<file path="src/sv/multi_led_blink_timer_defines.svh">
// Assertion macros shared by the multi-LED blink timer RTL.
// Depends on nothing; included by files that carry concurrent checks.
`ifndef MULTI_LED_BLINK_TIMER_DEFINES_SVH
`define MULTI_LED_BLINK_TIMER_DEFINES_SVH

// Same-cycle implication, checked outside reset.
`define MLBT_ASSERT_IMP(label, clk, rst_n, ante, cons) \
  label: assert property (@(posedge clk) disable iff (!rst_n) (ante) |-> (cons)) \
    else $error("multi_led_blink_timer: same-cycle check failed");

// Next-cycle implication, checked outside reset.
`define MLBT_ASSERT_NXT(label, clk, rst_n, ante, cons) \
  label: assert property (@(posedge clk) disable iff (!rst_n) (ante) |=> (cons)) \
    else $error("multi_led_blink_timer: next-cycle check failed");

`endif

</file>
<file path="src/sv/mlbt_pkg.sv">
// Package for the multi-LED blink timer: field widths, codes, entry layout.
// Depends on nothing; used by the channel interfaces and the top level.
`timescale 1ns / 1ps

package mlbt_pkg;

  localparam int CMD_W   = 1;
  localparam int LIDX_W  = 3;
  localparam int MODE_W  = 2;
  localparam int TIME_W  = 16;
  localparam int LEDS_W  = 8;

  localparam int NUM_LEDS_DEF = 8;

  localparam logic [CMD_W-1:0] CMD_TICK = 1'b0;
  localparam logic [CMD_W-1:0] CMD_SET  = 1'b1;

  localparam logic [MODE_W-1:0] MODE_OFF   = 2'd0;
  localparam logic [MODE_W-1:0] MODE_ON    = 2'd1;
  localparam logic [MODE_W-1:0] MODE_BLINK = 2'd2;

  // One memory entry per LED: blink timing and the two time stamps.
  typedef struct packed {
    logic [TIME_W-1:0] interval;
    logic [TIME_W-1:0] duration;
    logic [TIME_W-1:0] toggle_stamp;
    logic [TIME_W-1:0] start_stamp;
  } entry_t;

endpackage

</file>
<file path="src/sv/mlbt_if.sv">
// Valid/ready channel interfaces for the blink timer's command and status beats.
// Depends on mlbt_pkg for the field widths.
`timescale 1ns / 1ps

interface mlbt_cmd_if;
  logic                               valid;
  logic                               ready;
  logic [mlbt_pkg::CMD_W-1:0]         cmd;
  logic [mlbt_pkg::LIDX_W-1:0]        led_index;
  logic [mlbt_pkg::MODE_W-1:0]        led_mode;
  logic [mlbt_pkg::TIME_W-1:0]        interval_ms;
  logic [mlbt_pkg::TIME_W-1:0]        duration_ms;

  modport source (output valid, cmd, led_index, led_mode, interval_ms, duration_ms,
                  input ready);
  modport sink   (input valid, cmd, led_index, led_mode, interval_ms, duration_ms,
                  output ready);
endinterface

interface mlbt_stat_if;
  logic                               valid;
  logic                               ready;
  logic [mlbt_pkg::LEDS_W-1:0]        led_levels;
  logic [mlbt_pkg::LEDS_W-1:0]        blinking_mask;

  modport source (output valid, led_levels, blinking_mask, input ready);
  modport sink   (input valid, led_levels, blinking_mask, output ready);
endinterface

</file>
<file path="src/sv/multi_led_blink_timer.sv">
// Multi-LED blink timer: per-LED blink state in a synchronous one-write, one-read memory.
// Depends on mlbt_pkg, mlbt_if and multi_led_blink_timer_defines.svh.
//
//   channel | dir | beat contents
//   in_ch   | in  | cmd, led_index, led_mode, interval_ms, duration_ms
//   out_ch  | out | led_levels, blinking_mask (one beat per input beat)
//
// A set beat is applied in the accept cycle, then the status is loaded into the
// output register. A tick beat makes the scan walk the entry memory one LED per
// cycle (the read is registered, so a final scan step drains the last entry),
// then the status is loaded.
// Reset is synchronous and clears the counter, modes and levels; the memory needs
// no clearing since an entry is only evaluated after a blink set has written it.
// A stalled output holds the block in its final state until the beat is taken.
`timescale 1ns / 1ps

`include "multi_led_blink_timer_defines.svh"

module multi_led_blink_timer #(
  parameter int NUM_LEDS = mlbt_pkg::NUM_LEDS_DEF
) (
  input  logic         clk,
  input  logic         rst_n,
  mlbt_cmd_if.sink     in_ch,
  mlbt_stat_if.source  out_ch
);
  import mlbt_pkg::*;

  localparam int IDX_W = (NUM_LEDS > 1) ? $clog2(NUM_LEDS) : 1;
  localparam int CNT_W = $clog2(NUM_LEDS + 1);

  typedef enum logic [2:0] {
    ST_IDLE = 3'b001,
    ST_SCAN = 3'b010,
    ST_FIN  = 3'b100
  } state_t;

  state_t              state_r, state_nxt;
  logic [CNT_W-1:0]    cnt_r, cnt_nxt;
  logic [TIME_W-1:0]   now_r, now_nxt;
  logic [NUM_LEDS-1:0] lit_r, lit_nxt;
  logic [MODE_W-1:0]   mode_r   [NUM_LEDS];
  logic [MODE_W-1:0]   mode_nxt [NUM_LEDS];
  logic [NUM_LEDS-1:0] blink_vec;

  logic                out_valid_r;
  logic [LEDS_W-1:0]   out_levels_r;
  logic [LEDS_W-1:0]   out_mask_r;

  entry_t              entry_mem [NUM_LEDS];
  entry_t              rd_data_r;
  logic [IDX_W-1:0]    rd_addr;
  logic                wr_en;
  logic [IDX_W-1:0]    wr_addr;
  entry_t              wr_data;

  logic                in_acc;
  logic                out_free;
  logic                idx_ok;
  logic [IDX_W-1:0]    set_idx;
  logic [IDX_W-1:0]    ev_idx;
  logic [TIME_W-1:0]   since_toggle;
  logic [TIME_W-1:0]   since_start;
  logic                do_toggle;
  logic                do_expire;

  assign in_ch.ready = (state_r == ST_IDLE);
  assign in_acc      = in_ch.valid && in_ch.ready;
  assign out_free    = !out_valid_r || out_ch.ready;
  assign idx_ok      = (32'(in_ch.led_index) < NUM_LEDS);
  assign set_idx     = in_ch.led_index[IDX_W-1:0];

  // Entry under evaluation is the one read in the previous scan cycle.
  assign ev_idx       = IDX_W'(cnt_r - CNT_W'(1));
  assign rd_addr      = (cnt_r < CNT_W'(NUM_LEDS)) ? cnt_r[IDX_W-1:0] : '0;
  assign since_toggle = now_r - rd_data_r.toggle_stamp;
  assign since_start  = now_r - rd_data_r.start_stamp;
  assign do_toggle    = (since_toggle >= rd_data_r.interval);
  assign do_expire    = (since_start >= rd_data_r.duration);

  // Blink mask from the mode flops.
  always_comb begin
    for (int i = 0; i < NUM_LEDS; i++) begin
      blink_vec[i] = (mode_r[i] == MODE_BLINK);
    end
  end

  // Sequencer and read-modify-write of the per-LED entries.
  always_comb begin
    state_nxt = state_r;
    cnt_nxt   = cnt_r;
    now_nxt   = now_r;
    lit_nxt   = lit_r;
    mode_nxt  = mode_r;
    wr_en     = 1'b0;
    wr_addr   = '0;
    wr_data   = rd_data_r;
    unique case (state_r)
      ST_IDLE: begin
        if (in_acc) begin
          if (in_ch.cmd == CMD_TICK) begin
            now_nxt   = now_r + TIME_W'(1);
            cnt_nxt   = '0;
            state_nxt = ST_SCAN;
          end else begin
            if (idx_ok) begin
              mode_nxt[set_idx] = in_ch.led_mode;
              if (in_ch.led_mode == MODE_OFF) begin
                lit_nxt[set_idx] = 1'b0;
              end else if (in_ch.led_mode == MODE_ON) begin
                lit_nxt[set_idx] = 1'b1;
              end else if (in_ch.led_mode == MODE_BLINK) begin
                lit_nxt[set_idx]     = 1'b1;
                wr_en                = 1'b1;
                wr_addr              = set_idx;
                wr_data.interval     = in_ch.interval_ms;
                wr_data.duration     = in_ch.duration_ms;
                wr_data.toggle_stamp = now_r;
                wr_data.start_stamp  = now_r;
              end
            end
            state_nxt = ST_FIN;
          end
        end
      end
      ST_SCAN: begin
        // Toggle first, then expiry forces the LED dark.
        if (cnt_r != '0 && mode_r[ev_idx] == MODE_BLINK) begin
          if (do_toggle) begin
            lit_nxt[ev_idx]      = ~lit_r[ev_idx];
            wr_en                = 1'b1;
            wr_addr              = ev_idx;
            wr_data.toggle_stamp = now_r;
          end
          if (do_expire) begin
            mode_nxt[ev_idx] = MODE_OFF;
            lit_nxt[ev_idx]  = 1'b0;
          end
        end
        if (cnt_r == CNT_W'(NUM_LEDS)) begin
          state_nxt = ST_FIN;
        end else begin
          cnt_nxt = cnt_r + CNT_W'(1);
        end
      end
      ST_FIN: begin
        if (out_free) begin
          state_nxt = ST_IDLE;
        end
      end
      default: begin
        state_nxt = ST_IDLE;
      end
    endcase
  end

  // Entry memory: one write and one registered read per cycle. The scan reads
  // entry k while writing entry k-1, and sets happen only outside the scan.
  always_ff @(posedge clk) begin
    if (wr_en) begin
      entry_mem[wr_addr] <= wr_data;
    end
    rd_data_r <= entry_mem[rd_addr];
  end

  // Control state.
  always_ff @(posedge clk) begin
    if (!rst_n) begin
      state_r <= ST_IDLE;
      cnt_r   <= '0;
      now_r   <= '0;
      lit_r   <= '0;
      for (int i = 0; i < NUM_LEDS; i++) begin
        mode_r[i] <= MODE_OFF;
      end
    end else begin
      state_r <= state_nxt;
      cnt_r   <= cnt_nxt;
      now_r   <= now_nxt;
      lit_r   <= lit_nxt;
      mode_r  <= mode_nxt;
    end
  end

  // Output register holds the status beat until it is taken.
  always_ff @(posedge clk) begin
    if (!rst_n) begin
      out_valid_r <= 1'b0;
    end else if (state_r == ST_FIN && out_free) begin
      out_valid_r <= 1'b1;
    end else if (out_ch.ready) begin
      out_valid_r <= 1'b0;
    end
  end

  always_ff @(posedge clk) begin
    if (state_r == ST_FIN && out_free) begin
      out_levels_r <= LEDS_W'(lit_r);
      out_mask_r   <= LEDS_W'(blink_vec);
    end
  end

  assign out_ch.valid         = out_valid_r;
  assign out_ch.led_levels    = out_levels_r;
  assign out_ch.blinking_mask = out_mask_r;

  // Checks on the sequencer, counter, memory writes and output range.
  `MLBT_ASSERT_IMP(a_scan_cnt_bound, clk, rst_n, state_r == ST_SCAN, cnt_r <= CNT_W'(NUM_LEDS))
  `MLBT_ASSERT_NXT(a_tick_advances, clk, rst_n, in_acc && in_ch.cmd == CMD_TICK, now_r == $past(now_r) + TIME_W'(1) && state_r == ST_SCAN)
  `MLBT_ASSERT_NXT(a_fin_loads_out, clk, rst_n, state_r == ST_FIN && out_free, out_valid_r && state_r == ST_IDLE)
  `MLBT_ASSERT_IMP(a_wr_only_busy, clk, rst_n, wr_en, in_acc || (state_r == ST_SCAN && cnt_r != '0))
  `MLBT_ASSERT_IMP(a_out_range, clk, rst_n, out_valid_r, (out_levels_r >> NUM_LEDS) == '0 && (out_mask_r >> NUM_LEDS) == '0)

endmodule

</file>
<file path="src/flat_wrapper.sv">
// flat-port wrapper written by rule: the top's interface ports become plain ports
module multi_led_blink_timer_flat import mlbt_pkg::*;
#(
  parameter int NUM_LEDS = mlbt_pkg::NUM_LEDS_DEF
)
  (clk, rst_n, in_ch_valid, in_ch_cmd, in_ch_led_index, in_ch_led_mode, in_ch_interval_ms, in_ch_duration_ms, in_ch_ready, out_ch_valid, out_ch_led_levels, out_ch_blinking_mask, out_ch_ready);
  mlbt_cmd_if in_ch_i ();
  mlbt_stat_if out_ch_i ();
  input  logic clk;
  input  logic rst_n;
  input wire logic [$bits(in_ch_i.valid)-1:0] in_ch_valid;
  input wire logic [$bits(in_ch_i.cmd)-1:0] in_ch_cmd;
  input wire logic [$bits(in_ch_i.led_index)-1:0] in_ch_led_index;
  input wire logic [$bits(in_ch_i.led_mode)-1:0] in_ch_led_mode;
  input wire logic [$bits(in_ch_i.interval_ms)-1:0] in_ch_interval_ms;
  input wire logic [$bits(in_ch_i.duration_ms)-1:0] in_ch_duration_ms;
  output wire logic [$bits(in_ch_i.ready)-1:0] in_ch_ready;
  output wire logic [$bits(out_ch_i.valid)-1:0] out_ch_valid;
  output wire logic [$bits(out_ch_i.led_levels)-1:0] out_ch_led_levels;
  output wire logic [$bits(out_ch_i.blinking_mask)-1:0] out_ch_blinking_mask;
  input wire logic [$bits(out_ch_i.ready)-1:0] out_ch_ready;
  assign in_ch_i.valid = in_ch_valid;
  assign in_ch_i.cmd = in_ch_cmd;
  assign in_ch_i.led_index = in_ch_led_index;
  assign in_ch_i.led_mode = in_ch_led_mode;
  assign in_ch_i.interval_ms = in_ch_interval_ms;
  assign in_ch_i.duration_ms = in_ch_duration_ms;
  assign in_ch_ready = in_ch_i.ready;
  assign out_ch_valid = out_ch_i.valid;
  assign out_ch_led_levels = out_ch_i.led_levels;
  assign out_ch_blinking_mask = out_ch_i.blinking_mask;
  assign out_ch_i.ready = out_ch_ready;
  multi_led_blink_timer #(.NUM_LEDS(NUM_LEDS)) u_core (.clk(clk), .rst_n(rst_n), .in_ch(in_ch_i), .out_ch(out_ch_i));
endmodule
</file>
<file path="config.mk">
export PLATFORM = sky130hd
export DESIGN_NAME = multi_led_blink_timer_flat
export DESIGN_NICKNAME = d
export VERILOG_FILES = /design/src/sv/mlbt_pkg.sv /design/src/sv/mlbt_if.sv /design/src/sv/multi_led_blink_timer.sv /design/src/flat_wrapper.sv
export VERILOG_INCLUDE_DIRS = /design/src /design/src/sv
export SDC_FILE = /design/constraint.sdc
export NUM_CORES = 1
export LEC_CHECK = 0
export ABC_AREA = 0
export ABC_CLOCK_PERIOD_IN_PS = 10300
export BUFFER_PORTS_ARGS = -buffer_cell sky130_fd_sc_hd__buf_4
export CAP_MARGIN = 25
export CORE_UTILIZATION = 45
export CTS_BUF_LIST = sky130_fd_sc_hd__clkbuf_4
export CTS_CLUSTER_DIAMETER = 50
export DETAILED_ROUTE_END_ITERATION = 8
export PLACE_DENSITY_LB_ADDON = 0.2
export SLEW_MARGIN = 10
export SYNTH_ARGS = -nofsm -noshare
export SYNTH_HDL_FRONTEND = slang
export SYNTH_SLANG_ARGS = --single-unit
export TNS_END_PERCENT = 5
</file>
<file path="constraint.sdc">
create_clock -name clk -period 10.3 [get_ports clk]
set_input_delay 1.545 -clock clk [delete_from_list [all_inputs] [get_ports clk]]
set_output_delay 1.545 -clock clk [all_outputs]
set_load 0.01 [all_outputs]
</file>
Word-level counts from Yosys, hierarchy flattened

Memories as Yosys holds them, arrays and structs flattened. A register that Yosys moved wholly into a read port is not among the register bits.
Index checks and enable logic that the tools add are counted.
W data, S select, Z words.

Output and inout bits: 18
Memories kept: 1
Logic and storage cells: 156
Register bits: 64
RAM bits: 512
Input bits: 42

Memory list:

| memory           | depth | width | rd ports | clocked after Yosys merged registers in | write ports | line                        | RTL |
|---|---|---|---|---|---|---|---|
| u_core.entry_mem | 8     | 64    | 1        | 1                                       | 1           | multi_led_blink_timer.sv:50 | `entry_t entry_mem [NUM_LEDS];` |

Reduce and logical (&&, ||, !) cells: 18
Mux-type cells: 71
Bitwise operators: 11
Add/sub/neg operators: 5
Equal/unequal tests: 24
$lt $le $gt $ge: 11

Operators with widths:

| operator                | number |
|---|---|
| $mux W64                | 5 |
| $mux W16                | 7 |
| $mux W8                 | 10 |
| $pmux W16 S2            | 2 |
| $mux W3                 | 12 |
| $ge A16 B16 Y1          | 2 |
| $mux W32                | 1 |
| $sub A16 B16 Y16        | 2 |
| $eq A2 B2 Y1 const B    | 10 |
| $add A16 B1 Y16 const B | 1 |
| $and A16 B16 Y16        | 1 |
| $and A8 B8 Y8           | 2 |
| $bwmux W16              | 1 |
| $not A16 Y16            | 1 |
| $not A8 Y8              | 2 |
| $pmux W8 S2             | 1 |
| $mux W1                 | 14 |
| $demux W2 S3            | 2 |
| $mux W4                 | 3 |
| $reduce_and A5 Y1       | 2 |
| $pmux W3 S3             | 1 |
| $bwmux W8               | 1 |
| $ge A4 B4 Y1 const B    | 2 |
| $lt A3 B4 Y1 const B    | 2 |
| other kinds (31)        | 53 |

Logic depth before layout (Yosys ltp)

Gate-level depths: netlist of run 1.

Word-level depth: 13
Gate-level depth with buffers: 22
Depth with buffers taken out: 21

Worst setup path before layout of run 1

No wires, ideal clock.

Kind: flip-flop to flip-flop
Start point: reg u_core.now_r[1]
End point: mem u_core.entry_mem[0][0] (netlist name) (enable)
Setup time: 486 ps
Buffers on the path: 0
Cell stages (with the launch flop): 17
Clock period less this slack: 7008 ps
Arrival time: 6522 ps
Required time: 9814 ps
Path slack: 3292 ps
Cells stage by stage: dfxtp_1 ha_1 a21o_1 a41o_1 o41ai_1 o21ai_0 a21oi_1 a21oi_1 xnor2_1 ha_1 a21oi_1 o21ai_0 a2111oi_0 nor2_1 a32o_1 or2_2 nor2_1

Cells in the longest elaborated chain, start to end: 7
Elaborated cells between the ends (all ways): 10
Those cells by class: add/sub: 1; order compare: 1; mux: 8

RTL lines:

| element                       | line                         | RTL |
|---|---|---|
| from (decl)                   | multi_led_blink_timer.sv:40  | `logic [TIME_W-1:0] now_r, now_nxt;` |
| from (signal assigned)        | multi_led_blink_timer.sv:179 | `now_r <= now_nxt;` |
| $sub A16 B16 Y16 (*)          | multi_led_blink_timer.sv:76  | `assign since_toggle = now_r - rd_data_r.toggle_stamp;` |
| $ge A16 B16 Y1 (*)            | multi_led_blink_timer.sv:78  | `assign do_toggle = (since_toggle >= rd_data_r.interval);` |
| $mux W1                       | multi_led_blink_timer.sv:129 | `if (do_toggle) begin` |
| $mux W1                       | multi_led_blink_timer.sv:128 | `if (cnt_r != '0 && mode_r[ev_idx] == MODE_BLINK) begin` |
| $pmux W1 S2                   | multi_led_blink_timer.sv:98  | `unique case (state_r)` |
| $mux W1                       | multi_led_blink_timer.sv:160 | `if (wr_en) begin` |
| $mux W1 (implied by the code) | multi_led_blink_timer.sv:161 | `entry_mem[wr_addr] <= wr_data;` |
| to (decl)                     | multi_led_blink_timer.sv:50  |  |

Every way passes the cells marked *; elsewhere a longest branch is shown, timed or not.

Worst setup path after layout of run 1

Start point: reg u_core.now_r[1]
End point: mem u_core.entry_mem[0][62] (netlist name) (enable)

Same word-level chain as after synthesis.

==> flow_metrics.env, run 1 <==
export IMPL_setup_viol=0
export IMPL_critPathLaunchType="flip-flop"
export IMPL_drive_gt1_share_pct=30.5
export IMPL_synth_edff_count=528
export IMPL_io_buffers=59
export IMPL_grt_antenna_before_repair=2
export IMPL_synth_warnings=0
export IMPL_p_per_area_nw_per_um2=173
export IMPL_endpoint_kind="flip-flop"
export IMPL_die_y_um=245
export IMPL_ys_dominant_reg_cell="edfxtp_1"
export IMPL_synth_seq_cells=640
export IMPL_synth_top_cell_area_share_pct=59.5
export IMPL_rows=88
export IMPL_htreeDepth=4
export IMPL_synth_most_common_cell="edfxtp_1"
export IMPL_hold_path_class="reg -> reg"
export IMPL_grt_ovfl_total=0
export IMPL_setup_tns_final_ps=0
export IMPL_fin_skew_ps=50.8
export IMPL_drv_slew=0
export IMPL_min_period_ps=6620
export IMPL_whs_ps=456
export IMPL_start_util_pct=45.8
export IMPL_r2r_start="u_core.now_r[1]$_SDFFE_PN0P_"
export IMPL_wl_per_cell_um=21.7
export IMPL_clk_latency_ps=990
export IMPL_crit_fanout=41
export IMPL_rsz0062_at_grt="no"
export IMPL_cts_buffers=164
export IMPL_netlist_area_um2=26600
export IMPL_cp_arrival_ps=7200
export IMPL_dieArea_um2=60200
export IMPL_r2r_cells=18
export IMPL_syn_to_final_growth_pct=13.8
export IMPL_outcome="completed"
export IMPL_grt_pass1_wl_um=91300
export IMPL_hold_buffers=0
export IMPL_path_class="reg -> reg"
export IMPL_cts_sinks=640
export IMPL_cts_clk_slew_worst_paths_ps=60
export IMPL_io_pins=60
export IMPL_nets=1926
export IMPL_cts_path_max_buffers=3
export IMPL_wl_um=59000
export IMPL_synth_area_leaders="edfxtp_1 (60%), mux4_2 (11%), dfxtp_1 (8.4%), mux2_2 (3.3%), ha_1 (3.2%)"
export IMPL_fin_crit_sh_pct=64.2
export IMPL_fmax_mhz=151
export IMPL_ys_types=65
export IMPL_post_cts_buffers=0
export IMPL_place_gp_congestion=0.909
export IMPL_route_detailed_drc=0
export IMPL_hold_path_end="u_core.mode_r[14]$_SDFFE_PN0P_"
export IMPL_drv_cap=0
export IMPL_hp_start="u_core.mode_r[14]$_SDFFE_PN0P_"
export IMPL_grt_start_max_net_pins=96
export IMPL_worstHoldPathCells=2
export IMPL_dr_total_vias=14900
export IMPL_yosys_area_top_type="edfxtp_1"
export IMPL_fin_ws_ps=3680
export IMPL_leakage_nw=10.6
export IMPL_syn_inst=1627
export IMPL_final_util_pct=52.1
export IMPL_avgSynthCellArea_um2=16.4
export IMPL_r2r_slack_ps=3680
export IMPL_irDropWorstVdd_v=0.000118
export IMPL_r2r_end="u_core.entry_mem[0][62]$_DFFE_PP_"
export IMPL_fillerInstances=4811
export IMPL_dr_pass1_iters=6
export IMPL_dr_first_iter_drc_count=1100
export IMPL_place_ws_ps=3650
export IMPL_vias_per_cell=5.48
export IMPL_grt_pass1_vias=15600
export IMPL_hold_viol=0
export IMPL_grtUsageTotal_pct=20.4
export IMPL_hpwlAfterDp_um=34800
export IMPL_cts_root_buf="clkbuf_4"
export IMPL_cts_tree="yes"
export IMPL_cts_resized_gates=0
export IMPL_cp_data_required_time_ps=10880
export IMPL_syn_num_nets=1740
export IMPL_core_area_um2=58100
export IMPL_async_flop_share_pct=0
export IMPL_drtAntennaViolNets=0
export IMPL_synthTopCellsByCount="edfxtp_1 (528), mux4_2 (132), dfxtp_1 (112), nand2_1 (95), o21ai_0 (93)"
export IMPL_worst_pin_slew_ps=1010
export IMPL_slew_headroom_pct=31.9
export IMPL_die_w_um=245
export IMPL_ys_seq_area_share_pct=68.0
[layout by cell type (no fill, tap or decap), drive strengths merged, types with 12 or more instances in the layout]
master / count
clkbuf: 244
nor2: 64
mux2: 79
nand2: 95
ha: 69
nor2b: 20
edfxtp: 528
clkinv: 49
buf: 87
inv: 88
dfxtp: 112
o21ai: 93
nand3: 24
a21oi: 57
xnor2: 31
mux4: 132
and2: 15
nand2b: 12
[worst max path at each step]
stage                                      start                                 to  slack, ps
global route        u_core.now_r[0]$_SDFFE_PN0P_  u_core.entry_mem[0][58]$_DFFE_PP_       3280
detailed placement  u_core.now_r[1]$_SDFFE_PN0P_  u_core.entry_mem[0][55]$_DFFE_PP_       3650
global placement    u_core.now_r[0]$_SDFFE_PN0P_  u_core.entry_mem[0][55]$_DFFE_PP_       3950
CTS                 u_core.now_r[1]$_SDFFE_PN0P_  u_core.entry_mem[0][62]$_DFFE_PP_       3630
floorplan           u_core.now_r[1]$_SDFFE_PN0P_   u_core.entry_mem[0][0]$_DFFE_PP_       3290
finish              u_core.now_r[1]$_SDFFE_PN0P_  u_core.entry_mem[0][62]$_DFFE_PP_       3680
[through the flow]
step	std cells	area [um2]	power, mW
after CTS	2709	30200	5.33
after global placement	2406	28000	3.09
after detailed placement	2406	28000	3.10
after global routing	2721	30300	5.48
after floorplan	1627	26600	3.02
final	2721	30300	5.25
[worst max-delay path: stages, from the launching register on]
cell,delay [ps]
dfxtp_1,510
ha_1,300
a21o_1,190
a41o_1,260
o41ai_1,290
buf_4,200
o21ai_0,80
a21oi_1,260
a21oi_1,130
xnor2_1,200
ha_1,280
a21oi_1,130
o21ai_0,80
a2111oi_0,640
nor2_1,450
a32o_1,410
or2_2,360
nor2_4,740
buf_4,700
[area by class of cell]
type                       count  area (um2)  area share, %
inverter                      83         312           1.03
multi-input combinational    836        8040           26.5
clock buffer                 243        1820           6.02
antenna                        6        15.0         0.0496
clock inverter                60         362           1.19
timing repair buffer          88         686           2.26
sequential                   640       18100           59.8
tap                          765         957           3.16
[cell families (layout without fill, tap and decap cells)]
kind of cell    Yosys count  after routing  synth area share [%]
xor+xnor                 42             42                  1.45
simple gates            267            267                  4.69
buf+inv                 151            474                  2.21
mux                     213            213                  14.6
other cells               0              6                     0
fa+ha+maj                71             71                  3.39
flops                   640            640                  68.0
compound gates          243            243                  5.73
[routing by layer]
layer	vias to the layer above	wire length (um)	track usage, %
li1	6825	-	-
met1	7515	26000	27.2
met2	470	28700	32.8
met3	88	3190	4.65
met4	0	1130	7.30
met5	-	0	0
[state kept, by name, summed over array words and instances (netlist names), named ones only]
| name | cells |
|---|---|
| u_core.out_ch.valid | 1 |
| u_core.entry_mem | 512 |
| u_core.rd_data_r | 64 |
| u_core.cnt_r | 4 |
| u_core.out_ch.blinking_mask | 8 |
| u_core.state_r | 3 |
| u_core.out_ch.led_levels | 8 |
| u_core.mode_r | 16 |
| u_core.now_r | 16 |
[report_power, final]
group          total (mW)  switching (mW)  internal [mW]
clock network        2.21            1.02           1.19
logic               0.213           0.132         0.0810
registers            2.83          0.0124           2.82
(Power assumes the default switching activity.)
==> run 2: changes to the inputs <==
- ABC_CLOCK_PERIOD_IN_PS: 10300 -> 6000
- clock period: 10.3 -> 6 ns (I/O delays scaled with it)
==> run 2 against run 1 <==
Net effect: largest cell class unchanged; sequential power increased by 71%; sequential share of layout area decreased by 0.42 points; maximum frequency increased by 22%; setup slack got worse by 3100 ps; critical endpoint is now u_core.entry_mem[0][15]$_DFFE_PP_; first-iteration DRC count decreased by 3.2%; total power increased by 73%; clock power increased by 76%; cell area increased by 0.71%.
==> flow_metrics.env, run 2 (synthesized netlist as in run 1, its figures left out) <==
export IMPL_outcome="completed"
export IMPL_cts_sinks=640
export IMPL_route_detailed_drc=0
export IMPL_dr_pass1_iters=5
export IMPL_irDropWorstVdd_v=0.000183
export IMPL_hold_path_class="in -> reg"
export IMPL_post_cts_buffers=0
export IMPL_leakage_nw=10.7
export IMPL_grt_start_max_net_pins=67
export IMPL_cts_clk_slew_worst_paths_ps=70
export IMPL_fmax_mhz=184
export IMPL_r2r_slack_ps=560
export IMPL_vias_per_cell=5.50
export IMPL_htreeDepth=4
export IMPL_cts_resized_gates=0
export IMPL_cp_arrival_ps=6090
export IMPL_internal_power_mw=7.13
export IMPL_hold_viol=0
export IMPL_whs_ps=301
export IMPL_path_class="reg -> reg"
export IMPL_grt_pass1_wl_um=93100
export IMPL_final_cell_mix="edfxtp_1 (528), clkbuf_4 (256), mux4_2 (132)"
export IMPL_place_ws_ps=613
export IMPL_drv_cap=0
export IMPL_core_area_um2=58100
export IMPL_crit_path_end="u_core.entry_mem[0][15]$_DFFE_PP_"
export IMPL_setup_viol=0
export IMPL_crit_fanout=27
export IMPL_path_common_cell="a21oi_1"
export IMPL_max_stage_delay_ps=610
export IMPL_slew_headroom_pct=28.1
export IMPL_endpoint_kind="flip-flop"
export IMPL_cp_data_required_time_ps=6650
export IMPL_cts_root_buf="clkbuf_4"
export IMPL_drive_gt1_share_pct=31.7
export IMPL_crit_chain="ha_1 -> a21o_1 -> a41o_1 -> o41ai_1 -> buf_4 -> o21ai_0 -> a21oi_1 -> a21oi_1 -> xnor2_1 -> ha_1 -> a21oi_1 -> o21ai_0 -> a2111oi_0 -> nor2_1 -> a32o_1 -> or2_2 -> nor2_4 -> buf_12"
export IMPL_grt_pass1_vias=15700
export IMPL_r2r_cells=18
export IMPL_cts_path_max_buffers=3
export IMPL_rsz0062_at_grt="no"
export IMPL_fin_skew_ps=66.0
export IMPL_die_w_um=245
export IMPL_fin_ws_ps=559
export IMPL_min_period_ps=5440
export IMPL_io_buffers=59
export IMPL_grt_ovfl_total=0
export IMPL_place_gp_congestion=0.894
export IMPL_critical_path_slowest_cell="a2111oi_0"
export IMPL_hold_buffers=0
export IMPL_power_total_mw=9.11
export IMPL_critPathLaunchType="flip-flop"
export IMPL_fin_area_um2=30500
export IMPL_switchingPower_mw=1.99
export IMPL_startpoint="u_core.now_r[1]$_SDFFE_PN0P_"
export IMPL_grtUsageTotal_pct=21.0
export IMPL_p_per_area_nw_per_um2=299
export IMPL_cts_tree="yes"
export IMPL_drv_slew=0
export IMPL_r2r_end="u_core.entry_mem[0][15]$_DFFE_PP_"
export IMPL_die_y_um=245
export IMPL_drtAntennaViolNets=0
export IMPL_dr_first_iter_drc_count=1065
export IMPL_final_common_cell="edfxtp_1"
export IMPL_wl_um=60800
export IMPL_seq_power_share_pct=53.3
export IMPL_placed_area_um2=28300
export IMPL_dr_total_vias=15000
export IMPL_wl_per_cell_um=22.3
export IMPL_p_sw_share_pct=21.8
export IMPL_largest_reg_flops=512
export IMPL_fin_crit_sh_pct=90.7
export IMPL_rows=88
export IMPL_reg_top3="u_core.entry_mem (512), u_core.rd_data_r (64)"
export IMPL_cts_buffers=159
export IMPL_syn_to_final_growth_pct=14.6
export IMPL_start_util_pct=45.8
export IMPL_r2r_start="u_core.now_r[1]$_SDFFE_PN0P_"
export IMPL_worst_pin_slew_ps=1080
export IMPL_nets=1935
export IMPL_io_pins=60
export IMPL_grt_antenna_before_repair=2
export IMPL_setup_tns_final_ps=0
export IMPL_p_comb_share_pct=4.1
export IMPL_clkPwrFrac_pct=42.6
export IMPL_clk_latency_ps=980
export IMPL_largest_register="u_core.entry_mem"
export IMPL_dieArea_um2=60200
export IMPL_hpwlAfterDp_um=36800
-- run 2: critical path, delay by kind of cell, from the launching register on --
kind / cells / cell delay [ps]
AO/OA/AOI/OAI: 10 / 2290
AND/OR/NAND/NOR: 3 / 1010
adder cells (fa/ha/maj): 2 / 610
flip-flops: 1 / 510
buffers and inverters: 2 / 480
XOR/XNOR: 1 / 140
-- run 2: worst min path at each step --
stage,startpoint,endpoint,depth (start not counted)
global route,out_ch_ready,u_core.out_ch.valid$_SDFFE_PN0P_,3
global placement,u_core.mode_r[14]$_SDFFE_PN0P_,u_core.mode_r[14]$_SDFFE_PN0P_,2
floorplan,u_core.mode_r[14]$_SDFFE_PN0P_,u_core.mode_r[14]$_SDFFE_PN0P_,2
detailed placement,u_core.mode_r[14]$_SDFFE_PN0P_,u_core.mode_r[14]$_SDFFE_PN0P_,2
finish,out_ch_ready,u_core.out_ch.valid$_SDFFE_PN0P_,3
CTS,out_ch_ready,u_core.out_ch.valid$_SDFFE_PN0P_,3
-- run 2: power groups by stage --
| stage | logic [mW] | registers [mW] | clock network (mW) |
|---|---|---|---|
| after floorplan | 0.238 | 4.94 | 0 |
| after global placement | 0.365 | 4.95 | 0 |
| after detailed placement | 0.374 | 4.95 | 0 |
| after CTS | 0.376 | 4.85 | 3.99 |
| after global routing | 0.413 | 4.85 | 4.22 |
| final | 0.375 | 4.85 | 3.88 |
-- run 2: cell type report --
type / instances / area (um2)
well taps: 765 / 957
clock buffers: 256 / 1920
diodes: 3 / 7.51
fillers: 4802 / 27600
inverters: 83 / 312
flip-flops and latches: 640 / 18100
repair buffers: 102 / 876
clock inverters: 36 / 298
multi-input cells: 836 / 8040
-- run 2: per-stage QoR --
| step | util (%) | cells |
|---|---|---|
| 2_1_floorplan | - | 1627 |
| 3_3_place_gp | 48.6 | 2424 |
| 3_5_place_dp | 48.7 | 2425 |
| 4_1_cts | 52.5 | 2717 |
| 5_1_grt | 52.5 | 2721 |
| 6_report | 52.5 | 2721 |
-- run 2: per-layer routing --
layer / vias to the layer above / track usage, % / share of wire (%)
met4: 0 / 9.60 / 2.5
met2: 467 / 33.1 / 48
met5: - / 0 / 0
met1: 7557 / 28.2 / 44
met3: 95 / 4.12 / 5.2
li1: 6839 / - / -
==> run 3: changes to the inputs <==
- CORE_UTILIZATION: 45 -> 33
==> run 3 against run 2 <==
Net effect: worst hold slack worse by 24 ps; maximum frequency up 1.9%; setup slack improved by 100 ps; total power grew 0.30%; global-route usage shrank 4.7 points; register-to-register slack better by 100 ps; critical path type unchanged; critical endpoint is now u_core.entry_mem[7][26]$_DFFE_PP_; largest power group unchanged.
==> flow_metrics.env, run 3 (synthesized netlist as in run 1, its figures left out) <==
export IMPL_clk_latency_ps=1000
export IMPL_die_y_um=286
export IMPL_dp_cells=2710
export IMPL_final_cell_mix="edfxtp_1 (528), clkbuf_4 (259), mux4_2 (132)"
export IMPL_rows=103
export IMPL_dr_first_iter_drc_count=993
export IMPL_core_area_um2=79400
export IMPL_dr_total_vias=15100
export IMPL_critical_path_slowest_cell="buf_4"
export IMPL_max_stage_delay_ps=580
export IMPL_syn_to_final_growth_pct=16.1
export IMPL_leakage_nw=10.7
export IMPL_grt_start_max_net_pins=53
export IMPL_fmax_mhz=187
export IMPL_post_cts_buffers=0
export IMPL_cts_sinks=640
export IMPL_grt_pass1_wl_um=98500
export IMPL_rsz0062_at_grt="no"
export IMPL_io_pins=60
export IMPL_hpwlAfterDp_um=38800
export IMPL_p_per_area_nw_per_um2=296
export IMPL_hold_buffers=0
export IMPL_dieArea_um2=81800
export IMPL_placed_area_um2=28600
export IMPL_io_buffers=59
export IMPL_p_sw_share_pct=22.2
export IMPL_seq_power_share_pct=53.1
export IMPL_cp_arrival_ps=5920
export IMPL_drv_slew=0
export IMPL_die_w_um=286
export IMPL_nets=1945
export IMPL_path_delay_family="compound AO/OA/AOI/OAI gates"
export IMPL_fin_crit_sh_pct=89.0
export IMPL_hold_path_class="in -> reg"
export IMPL_whs_ps=277
export IMPL_cts_root_buf="clkbuf_4"
export IMPL_vias_per_cell=4.98
export IMPL_internal_power_mw=7.11
export IMPL_wl_per_cell_um=21.5
export IMPL_endpoint_kind="flip-flop"
export IMPL_cts_buffers=166
export IMPL_grt_pass1_vias=15900
export IMPL_grt_antenna_before_repair=3
export IMPL_drtAntennaViolNets=0
export IMPL_grt_ovfl_total=0
export IMPL_largest_register="u_core.entry_mem"
export IMPL_final_util_pct=39.0
export IMPL_crit_fanout=35
export IMPL_drv_cap=0
export IMPL_start_util_pct=33.5
export IMPL_place_gp_congestion=0.802
export IMPL_cts_clk_slew_worst_paths_ps=60
export IMPL_setup_tns_final_ps=0
export IMPL_cts_resized_gates=0
export IMPL_switchingPower_mw=2.03
export IMPL_grtUsageTotal_pct=16.3
export IMPL_hold_viol=0
export IMPL_critPathLaunchType="flip-flop"
export IMPL_htreeDepth=4
export IMPL_p_comb_share_pct=4.1
export IMPL_route_detailed_drc=0
export IMPL_cts_path_max_buffers=3
export IMPL_reg_top3="u_core.entry_mem (512), u_core.rd_data_r (64)"
export IMPL_path_class="reg -> reg"
export IMPL_final_common_cell="edfxtp_1"
export IMPL_outcome="completed"
export IMPL_slew_headroom_pct=31.9
export IMPL_drive_gt1_share_pct=31.6
export IMPL_fin_area_um2=30900
export IMPL_fin_skew_ps=68.7
export IMPL_worst_pin_slew_ps=1020
export IMPL_cp_data_required_time_ps=6580
export IMPL_largest_reg_flops=512
export IMPL_fin_cells=3020
export IMPL_min_period_ps=5340
export IMPL_wl_um=64800
export IMPL_cts_tree="yes"
export IMPL_clkPwrFrac_pct=42.8
export IMPL_crit_chain="inv_1 -> ha_1 -> fa_1 -> nor2b_1 -> o21ai_0 -> a21boi_0 -> o211ai_1 -> nand2_1 -> a211o_1 -> a21oi_1 -> xnor2_1 -> ha_1 -> nand2_1 -> o21ai_0 -> a2111oi_0 -> buf_4 -> nor2_1 -> buf_4 -> a21boi_1 -> o32a_1 -> nor2_4 -> buf_4"
export IMPL_path_common_cell="buf_4"
export IMPL_dr_pass1_iters=6
export IMPL_setup_viol=0
export IMPL_irDropWorstVdd_v=0.000134
export IMPL_cp_num_buf_inv=4
run 3: cell types whose count changed in the layout (fill, tap and decap cells not counted), sizes merged:
cell	change
clkinv	+9
bufinv	-1
clkbuf	+4
clkinvlp	+2
inv	-2
buf	+1
diode	+1
run 3: metal layers:
metal / wire, um / track usage (%)
met1: 28800 / 21.4
met2: 31400 / 26.3
met3: 3170 / 3.68
met4: 1480 / 6.18
met5: 0 / 0
run 3: area by class of cell:
class | count | area [um2]
inverters | 83 | 312
fillers | 7523 | 48500
repair buffers | 105 | 893
flip-flops and latches | 640 | 18100
clock inverters | 44 | 310
well taps | 1050 | 1310
diodes | 4 | 10.0
multi-input cells | 836 | 8040
clock buffers | 258 | 1940
run 3: power by group through the flow:
| stage | clock (mW) | combinational, mW | sequential [mW] |
|---|---|---|---|
| detailed placement | 0 | 0.379 | 4.95 |
| CTS | 4.05 | 0.381 | 4.85 |
| global route | 4.29 | 0.419 | 4.85 |
| finish | 3.91 | 0.378 | 4.85 |
| floorplan | 0 | 0.238 | 4.94 |
| global placement | 0 | 0.374 | 4.95 |
run 3: metrics by stage:
step           total power [mW]  worst slack [ps]
5_1_grt                    9.56               306
3_5_place_dp               5.33               363
3_3_place_gp               5.32               384
4_1_cts                    9.28               304
2_1_floorplan              5.18             -1010
6_report                   9.14               659
run 3: worst reg2reg max path, stage by stage (launching register included):
cell,delay (ps)
dfxtp_1,350
inv_1,120
ha_1,230
fa_1,420
nor2b_1,120
o21ai_0,100
a21boi_0,380
o211ai_1,170
nand2_1,150
a211o_1,150
a21oi_1,80
xnor2_1,140
ha_1,290
nand2_1,50
o21ai_0,140
a2111oi_0,90
buf_4,160
nor2_1,250
buf_4,270
a21boi_1,80
o32a_1,440
nor2_4,160
buf_4,580
run 3: path summary, 6_finish.rpt:
check	startpoint	endpoint	slack (ps)	cells past startpoint
max	u_core.now_r[0]$_SDFFE_PN0P_	u_core.entry_mem[7][26]$_DFFE_PP_	660	22
min	out_ch_ready	u_core.out_ch.valid$_SDFFE_PN0P_	280	3
max reg2reg	u_core.now_r[0]$_SDFFE_PN0P_	u_core.entry_mem[7][26]$_DFFE_PP_	660	22
min reg2reg	flip-flop	u_core.out_ch.led_levels[3]$_DFFE_PP_	470	0
